===== config.mk =====
export PLATFORM = sky130hd
export DESIGN_NAME = sorted_insertion_buffer
export DESIGN_NICKNAME = d
export VERILOG_FILES = /design/src/design/sib_pkg.sv /design/src/design/sib_cell.sv /design/src/design/sorted_insertion_buffer.sv
export SDC_FILE = /design/constraint.sdc
export NUM_CORES = 2
export LEC_CHECK = 0
export ABC_AREA = 1
export BUFFER_PORTS_ARGS = -buffer_cell sky130_fd_sc_hd__clkbuf_2
export CAP_MARGIN = 15
export CORE_MARGIN = 2
export CORE_UTILIZATION = 25
export DETAILED_ROUTE_END_ITERATION = 16
export GPL_ROUTABILITY_DRIVEN = 0
export PLACE_DENSITY_LB_ADDON = 0.12
export SLEW_MARGIN = 25
export SYNTH_ARGS = -nofsm -noshare
export SYNTH_HDL_FRONTEND = slang
export SYNTH_SLANG_ARGS = --single-unit

===== constraint.sdc =====
create_clock -name clk -period 3.71 [get_ports clk]
set_input_delay 0.742 -clock clk [delete_from_list [all_inputs] [get_ports clk]]
set_output_delay 0.742 -clock clk [all_outputs]
set_load 0.005 [all_outputs]

===== src/design/sib_pkg.sv =====
// Package for the sorted insertion buffer.
// Holds the word field widths, the status codes and the default depth.
// Used by sib_cell and sorted_insertion_buffer; depends on nothing.
package sib_pkg;

    localparam int DEPTH_DEFAULT = 16;
    localparam int DATA_W        = 32;
    localparam int STATUS_W      = 2;
    localparam int FILL_W        = 5;

    localparam logic [STATUS_W-1:0] ST_INSERTED = 2'd0;
    localparam logic [STATUS_W-1:0] ST_FULL     = 2'd1;
    localparam logic [STATUS_W-1:0] ST_ELEMENT  = 2'd2;
    localparam logic [STATUS_W-1:0] ST_EMPTY    = 2'd3;

    typedef logic signed [DATA_W-1:0] data_t;

    // Per-cycle command broadcast to every cell of the chain.
    typedef struct packed {
        logic insert;
        logic rotate;
    } cell_ctl_t;

endpackage


===== src/design/sib_cell.sv =====
// One storage cell of the sorted chain: one entry plus its compare logic.
// Depends on sib_pkg for the data and control types.
module sib_cell (
    input  logic              clk,
    input  sib_pkg::cell_ctl_t ctl,
    input  logic              occupied,
    input  sib_pkg::data_t    ins_value,
    input  logic              left_ge,
    input  sib_pkg::data_t    left_entry,
    input  sib_pkg::data_t    right_entry,
    output logic              ge,
    output sib_pkg::data_t    entry
);
    import sib_pkg::*;

    data_t entry_reg;
    data_t entry_next;

    // An empty cell behaves as if it held a value above every input.
    assign ge    = !occupied || (entry_reg >= ins_value);
    assign entry = entry_reg;

    always_comb
    begin
        entry_next = entry_reg;
        if (ctl.insert && ge)
        begin
            // The first cell at or above the new value takes it; the ones
            // after it take the entry of their left neighbor.
            entry_next = left_ge ? left_entry : ins_value;
        end
        else if (ctl.rotate)
        begin
            entry_next = right_entry;
        end
    end

    always_ff @(posedge clk)
    begin
        entry_reg <= entry_next;
    end

endmodule


===== src/design/sorted_insertion_buffer.sv =====
// Sorted insertion buffer: a chain of DEPTH cells kept in ascending order.
// Depends on sib_pkg and sib_cell.
//
// An insert is accepted without raising busy, so inserts may follow
// each other in every cycle; its status word appears in the cycle after start.
// A dump of a non-empty buffer rotates the chain toward cell 0 once around,
// holding busy high all that time; as each element reaches cell 0 its word
// goes out on the result ports, registered after busy_reg rises, and after
// the full rotation the contents are back in place. A dump of an empty
// buffer answers with one word and does not raise busy. The receiver cannot
// stall: each word is valid for the single cycle in which strobe is high.
module sorted_insertion_buffer #(
    parameter int DEPTH = sib_pkg::DEPTH_DEFAULT
) (
    input  logic                           clk,
    input  logic                           rst_n,
    input  logic                           start,
    output logic                           busy,
    input  logic                           cmd,
    input  logic signed [sib_pkg::DATA_W-1:0] value,
    output logic                           strobe,
    output logic [sib_pkg::STATUS_W-1:0]   status,
    output logic signed [sib_pkg::DATA_W-1:0] item,
    output logic [sib_pkg::FILL_W-1:0]     fill,
    output logic                           is_last
);
    import sib_pkg::*;

    localparam int CW = $clog2(DEPTH + 1);
    localparam int IW = $clog2(DEPTH);

    logic [CW-1:0]       count_reg, count_next;
    logic [IW-1:0]       step_reg, step_next;
    logic                busy_reg, busy_next;
    logic                strobe_reg, strobe_next;
    logic [STATUS_W-1:0] status_reg, status_next;
    data_t               item_reg, item_next;
    logic [FILL_W-1:0]   fill_reg, fill_next;
    logic                last_reg, last_next;

    cell_ctl_t           ctl;
    logic [DEPTH-1:0]    ge;
    data_t               entry [DEPTH];
    logic                accept;
    logic                full;
    logic [31:0]         count_wide;
    logic [31:0]         count_inc_wide;

    assign accept         = start && !busy_reg;
    assign full           = (count_reg == CW'(DEPTH));
    assign count_wide     = 32'(count_reg);
    assign count_inc_wide = 32'(count_reg + CW'(1));

    assign ctl.insert = accept && !cmd && !full;
    assign ctl.rotate = busy_reg;

    genvar g;
    generate
        for (g = 0; g < DEPTH; g++)
        begin : g_cell
            sib_cell u_cell (
                .clk         (clk),
                .ctl         (ctl),
                .occupied    (CW'(g) < count_reg),
                .ins_value   (value),
                .left_ge     ((g == 0) ? 1'b0 : ge[(g == 0) ? 0 : g - 1]),
                .left_entry  ((g == 0) ? value : entry[(g == 0) ? 0 : g - 1]),
                .right_entry (entry[(g + 1) % DEPTH]),
                .ge          (ge[g]),
                .entry       (entry[g])
            );
        end
    endgenerate

    always_comb
    begin
        count_next  = count_reg;
        step_next   = step_reg;
        busy_next   = busy_reg;
        strobe_next = 1'b0;
        status_next = status_reg;
        item_next   = item_reg;
        fill_next   = fill_reg;
        last_next   = last_reg;

        if (busy_reg)
        begin
            // Cell 0 holds the element of this step of the rotation.
            if (CW'(step_reg) < count_reg)
            begin
                strobe_next = 1'b1;
                status_next = ST_ELEMENT;
                item_next   = entry[0];
                fill_next   = count_wide[FILL_W-1:0];
                last_next   = (CW'(step_reg) == count_reg - CW'(1));
            end
            if (step_reg == IW'(DEPTH - 1))
            begin
                busy_next = 1'b0;
                step_next = '0;
            end
            else
            begin
                step_next = step_reg + IW'(1);
            end
        end
        else if (accept)
        begin
            item_next = '0;
            last_next = 1'b1;
            if (!cmd)
            begin
                strobe_next = 1'b1;
                if (full)
                begin
                    status_next = ST_FULL;
                    fill_next   = count_wide[FILL_W-1:0];
                end
                else
                begin
                    status_next = ST_INSERTED;
                    fill_next   = count_inc_wide[FILL_W-1:0];
                    count_next  = count_reg + CW'(1);
                end
            end
            else if (count_reg == '0)
            begin
                strobe_next = 1'b1;
                status_next = ST_EMPTY;
                fill_next   = '0;
            end
            else
            begin
                busy_next = 1'b1;
                step_next = '0;
            end
        end
    end

    always_ff @(posedge clk or negedge rst_n)
    begin
        if (!rst_n)
        begin
            count_reg  <= '0;
            step_reg   <= '0;
            busy_reg   <= 1'b0;
            strobe_reg <= 1'b0;
        end
        else
        begin
            count_reg  <= count_next;
            step_reg   <= step_next;
            busy_reg   <= busy_next;
            strobe_reg <= strobe_next;
        end
    end

    always_ff @(posedge clk)
    begin
        status_reg <= status_next;
        item_reg   <= item_next;
        fill_reg   <= fill_next;
        last_reg   <= last_next;
    end

    assign busy    = busy_reg;
    assign strobe  = strobe_reg;
    assign status  = status_reg;
    assign item    = item_reg;
    assign fill    = fill_reg;
    assign is_last = last_reg;

`ifndef NO_ASSERTIONS
    a_count_bound: assert property (@(posedge clk) disable iff (!rst_n)
        count_reg <= CW'(DEPTH))
        else $error("fill count above depth");

    a_dump_busy: assert property (@(posedge clk) disable iff (!rst_n)
        (accept && cmd && count_reg != '0) |=> busy_reg ##1 strobe_reg)
        else $error("dump of a non-empty buffer did not start");

    a_count_hold: assert property (@(posedge clk) disable iff (!rst_n)
        busy_reg |=> $stable(count_reg))
        else $error("fill count changed during a dump");

    a_full_status: assert property (@(posedge clk) disable iff (!rst_n)
        (strobe_reg && status_reg == ST_FULL) |-> (count_reg == CW'(DEPTH)))
        else $error("full status while not full");
`endif

endmodule

Word level (Yosys, flattened, before mapping)
Cells that the tools add are included.
{ "totals": {"regBits": 563, "inputBits": 36, "word_cells": 227} }
{ "op_classes": {"add_sub_neg": 4, "n_lt_le_gt_ge": 33, "n_eq_ne": 6, "muxes": 80, "n_bitwise": 3, "n_reduce_logical": 77} }
{ "ops": {"columns": ["cell", "count"], "rows": [
  ["$mux 32", 50],
  ["$ge 32x32->1", 16],
  ["$lt 4x5->1 const A", 8],
  ["$reduce_bool 2->1", 18],
  ["$mux 5", 6],
  ["$lt 3x5->1 const A", 4],
  ["$mux 4", 5],
  ["$logic_and 1x1->1", 19],
  ["$logic_not 1->1", 19],
  ["$logic_or 1x1->1", 16],
  ["$mux 1", 14],
  ["$add 5x1->5 const B", 2],
  ["$lt 1x5->1 const A", 2],
  ["$lt 2x5->1 const A", 2],
  ["$mux 2", 5],
  ["$reduce_and 3->1", 2],
  ["$eq 4x5->1", 1],
  ["$eq 5x5->1 const B", 1],
  ["$logic_not 5->1", 1],
  ["$lt 4x5->1", 1],
  ["$sub 5x1->5 const B", 1],
  ["$add 4x1->4 const B", 1],
  ["$eq 4x4->1 const B", 1],
  ["$reduce_and 4->1", 1],
  ["5 further kinds", 7]
]} }

Logic depth before layout (Yosys ltp)
{ "depth": {"word_depth": 6, "ltp_mapped": 21, "ltp_nobuf": 19} }

Cells and area by module
From an unflattened synthesis, not the netlist that was laid out.
{ "hier_totals": {"cells_unflattened": 5934, "area_unflattened_um2": 44791.7} }
{ "by_module_without_submodules": {"columns": ["module", "n_inst", "cells_each", "area_per_inst_um2", "seq_area_each_um2"], "rows": [
  ["sib_cell", 16, 354, 2641.3, 960.9],
  ["sorted_insertion_buffer", 1, 270, 2531.2, 1476.4]
]} }

Worst setup path before layout
OpenSTA, ideal clock, no wires.
{ "synth_timing": {"kind": "input to register", "from": "input value[31] in the netlist's numbering", "to": "register g_cell[4].u_cell.entry_reg[0], enable pin", "setup_ns": 0.389, "arrival_time_ns": 3.744, "path_slack_ns": -0.423, "stages": 15, "n_path_buf": 3, "cell_sequence": "clkbuf_1 -> clkbuf_1 -> inv_1 -> ha_1 -> nand2_1 -> nor2_1 -> nand2_1 -> nor4_2 -> nand2_1 -> nand2_1 -> nand2_2 -> nand3_4 -> nand2_4 -> buf_2 -> nand2_1"} }
{ "synth_via": {"elab_chain_cells": 4} }
{ "synth_lines": {"columns": ["item", "line_no", "source"], "rows": [
  ["from (decl)", "sorted_insertion_buffer.sv:20", "input logic signed [sib_pkg::DATA_W-1:0] value,"],
  ["$ge 32x32->1", "sib_cell.sv:20", "assign ge = !occupied || (entry_reg >= ins_value);"],
  ["$logic_or 1x1->1", "sib_cell.sv:20", null],
  ["$logic_and 1x1->1", "sib_cell.sv:26", "if (ctl.insert && ge)"],
  ["$reduce_bool 2->1 (no source line)", null, null],
  ["to (signal assigned)", "sib_cell.sv:40", "entry_reg <= entry_next;"],
  ["to (decl)", "sib_cell.sv:16", "data_t entry_reg;"]
]} }
Every way passes these cells.
A chain may end at the register's enable or synchronous reset.

Worst setup path in the final report
{ "layout_timing": {"from": "register count_reg[1]", "to": "register g_cell[10].u_cell.entry_reg[18], data pin"} }
{ "layout_via": {"elab_chain_cells": 5, "elab_cells_between_ends": 12} }
{ "layout_lines": {"columns": ["item", "line_no", "source"], "rows": [
  ["from (decl)", "sorted_insertion_buffer.sv:32", "logic [CW-1:0] count_reg, count_next;"],
  ["from (signal assigned)", "sorted_insertion_buffer.sv:151", "count_reg <= count_next;"],
  ["$lt 4x5->1 / $eq 5x5->1 (equally long branches)", "sorted_insertion_buffer.sv:64, sorted_insertion_buffer.sv:50", null],
  ["$logic_not 1->1, on equally long branches", "sib_cell.sv:20, sorted_insertion_buffer.sv:54", null],
  ["$logic_or 1x1->1 / $logic_and 1x1->1 (equally long branches)", "sib_cell.sv:20, sorted_insertion_buffer.sv:54", null],
  ["$mux 32 / $logic_and 1x1->1 (equally long branches)", "sib_cell.sv:30, sib_cell.sv:26", null],
  ["$mux 32 *", "sib_cell.sv:26", null],
  ["via g_cell[10].u_cell.entry_next[18]", "sib_cell.sv:17", "data_t entry_next;"],
  ["to (signal assigned)", "sib_cell.sv:40", null],
  ["to (decl)", "sib_cell.sv:16", null]
]} }
The timed path passes the listed nets; every way through them passes the cells marked *.

==> results.yml <==
drt:
  drt-pass1-iter-count: 6
  viasPerCell: 5.024
  antenna_left: 0
  drtIter0Drc: 4083
  drc: 0
  routedWlPerCell_um: 25.83
  vias: 42340
  finalWirelength_um: 217700
floorplan:
  die_y_um: 425.5
  core_um2: 176300
  num_rows: 154
  ios: 78
  dieWidth_um: 425.5
  initial_core_util_pct: 25.19
  dieArea_um2: 181100
power:
  p_leak_nw: 25.59
  swShare_pct: 50.39
  power.density_nw_per_um2: 1025
  irDropWorstVdd_v: 0.0005428
  combPwrFrac_pct: 51.8
  internal-power_w: 0.02640
  share_seq_of_total_power_pct: 32.9
  power_frac_clock_pct: 15.3
  switching_power_w: 0.02682
yosys:
  synth_cell_types: 45
  syn_nets: 6484
  synthesis.instances: 5928
  avgSynthCellArea_um2: 7.493
  syn_area_um2: 44420
  ys_seq_elements: 563
  yosysWarningCount: 0
  yosysSeqAreaShare_pct: 37.94
critical_path:
  crit_type: "reg2reg"
  end_kind: "flip-flop"
  crit_path_max_fanout: 32
  critPathLaunchType: "flip-flop"
  crit_arrival_ps: 3650
  worstPathRequired_ps: 4280
sta:
  hold_violations: 0
  relSlewSlack_pct: 49.35
  tightest_slew_ps: 759.8
  slew_viol_final: 0
  max_freq_mhz: 324.0
  fin_crit_sh_pct: 83.18
  final-setup-viol-count: 0
  rsz0062_at_grt: "false"
  final.min_clock_period_ps: 3086
  skew_ps: 41.79
final_layout:
  final_core_util_pct: 29.44
  layout.cells.non_filler: 8427
  nNetsFinal: 6579
  layout_commonest_cell: "nand2_1"
  design_area_um2: 51900
  multi_input_area_um2: 25030
  drive_above_1_share_pct: 10.16
  largest_reg_flops: 512
  area_growth_pct: 16.86
  fillers: 19140
  final-seq-area_um2: 16850
  final_cell_mix: "nand2_1, edfxtp_1, ha_1"
global_route:
  grt_max_degree: 44
  grt_usage_pct: 23.69
  grt_remaining_overflow: 0
  grt_pass1_wl_um: 308100
  antenna_found_initial: 5
  grt_pass1_vias: 40630
clocking:
  ctsResizeCount: 0
  numCtsBuffers: 80
  path_clk_slew_ps: 60
  cts_tree: "done"
  clk-insertion-delay-late_ps: 710
  h-tree-depth: 3
  cts_buffer_depth: 3
  cts_root_buffer: "clkbuf_16"
  cts_sinks: 563
status:
  status: "finished clean"
min_path:
  hold_path.class: "in2reg"
placement:
  numPortBuffers: 77
  dpl-instance-area_um2: 49240
  placed_cells: 8280
  dp_hpwl_um: 158700
run:
  cap_violations: 0
[through the flow]
step	power, W	hold slack [ps]	setup TNS, ps	setup slack [ps]
floorplan	0.03260	446.4	-37060	-108.6
global placement	0.04468	552.3	-3467	-105.7
detailed placement	0.04488	563.9	-391.0	-29.33
CTS	0.05321	302.7	0	599.1
global route	0.05739	331.5	0	349.3
finish	0.05322	354.7	0	623.9
[Yosys cell counts (all sizes together)]
| cell | n | area share [%] |
|---|---|---|
| nand2 | 3104 | 26 |
| edfxtp | 552 | 37 |
| ha | 520 | 15 |
| nand4 | 512 | 7.2 |
| inv | 244 | 2.1 |
| a21oi | 243 | 2.8 |
| buf | 177 | 2.3 |
| clkbuf | 175 | 1.5 |
| nor2 | 150 | 1.3 |
| o21ai | 83 | 0.94 |
| nand3 | 67 | 1.1 |
| o21a | 32 | 0.54 |
| a21o | 15 | 0.25 |
| nor4 | 12 | 0.38 |
| dfrtp | 11 | 0.62 |
| nor3 | 5 | 0.068 |
| xor2 | 5 | 0.099 |
| nor3b | 3 | 0.085 |
| o22ai | 3 | 0.042 |
| xnor2 | 3 | 0.059 |
| a21boi | 2 | 0.042 |
| a22oi | 2 | 0.034 |
| a31oi | 2 | 0.028 |
| a2bb2oi | 1 | 0.020 |
| a31o | 1 | 0.020 |
| clkinv | 1 | 0.0084 |
| o311ai | 1 | 0.020 |
| o32ai | 1 | 0.020 |
| o41ai | 1 | 0.020 |
[final cells by class]
class	instances	share of cell area [%]
Antenna cell	2	0.009642
Sequential cell	563	32.47
Tap cell	2340	5.641
Clock buffer	95	4.026
Timing Repair Buffer	365	6.769
Inverter	245	1.781
Multi-Input combinational cell	4768	48.23
Clock inverter	49	1.082
[layer usage]
| metal | vias to the layer above | share of wire, % | GRT usage [%] |
|---|---|---|---|
| met3 | 285 | 5.5 | 3.162 |
| li1 | 20190 | - | - |
| met1 | 20550 | 46 | 32.83 |
| met5 | - | 0.014 | 0 |
| met4 | 4 | 3.8 | 8.067 |
| met2 | 1313 | 45 | 37.71 |
[critical path, cell delays in order, from the launching register on]
cell and delay (ps):
dfrtp_1 430, inv_1 210, ha_1 280, nand3_1 160, nand2_1 140, inv_2 90, nand2_4 80, inv_4 490
nand2_2 280, inv_2 510, nand2_1 160, nand2_1 80
[final timing paths]
kind	startpoint	endpoint	slack (ps)	cells after the start
max	count_reg[1]	g_cell[10].u_cell.entry[18]	620	11
min	cmd	busy	350	3
max reg2reg	count_reg[1]	g_cell[10].u_cell.entry[18]	620	11
min reg2reg	step_reg[0]	step_reg[0]	570	1
max in group asynchronous	rst_n	step_reg[0]	2960	2
min in group asynchronous	rst_n	count_reg[3]	500	2
[power by group through the flow]
stage | registers [W] | clock network (W) | logic [W]
2_1_floorplan | 0.0141 | 0 | 0.0185
3_3_place_gp | 0.0176 | 0 | 0.0270
3_5_place_dp | 0.0175 | 0 | 0.0274
4_1_cts | 0.0174 | 0.00831 | 0.0275
5_1_grt | 0.0177 | 0.00850 | 0.0312
6_report | 0.0175 | 0.00813 | 0.0276
[repair_timing]
item / CTS / global route
endpoints found under the hold margin: 11 / 0
buffers inserted: 0 / 0
hold buffers: 1 / 0
[cells by family (layout without fill, tap and decap cells)]
family	count (synthesis)	count (layout)	share of synthesized area (%)
other cells	0	2	0
flops	563	563	37.94
xor+xnor	8	8	0.1578
simple gates	3853	3853	36.60
buf+inv	597	754	5.896
fa+ha+maj	520	520	14.65
compound gates	387	387	4.755
Note: power is estimated with default switching activity, not from simulation.
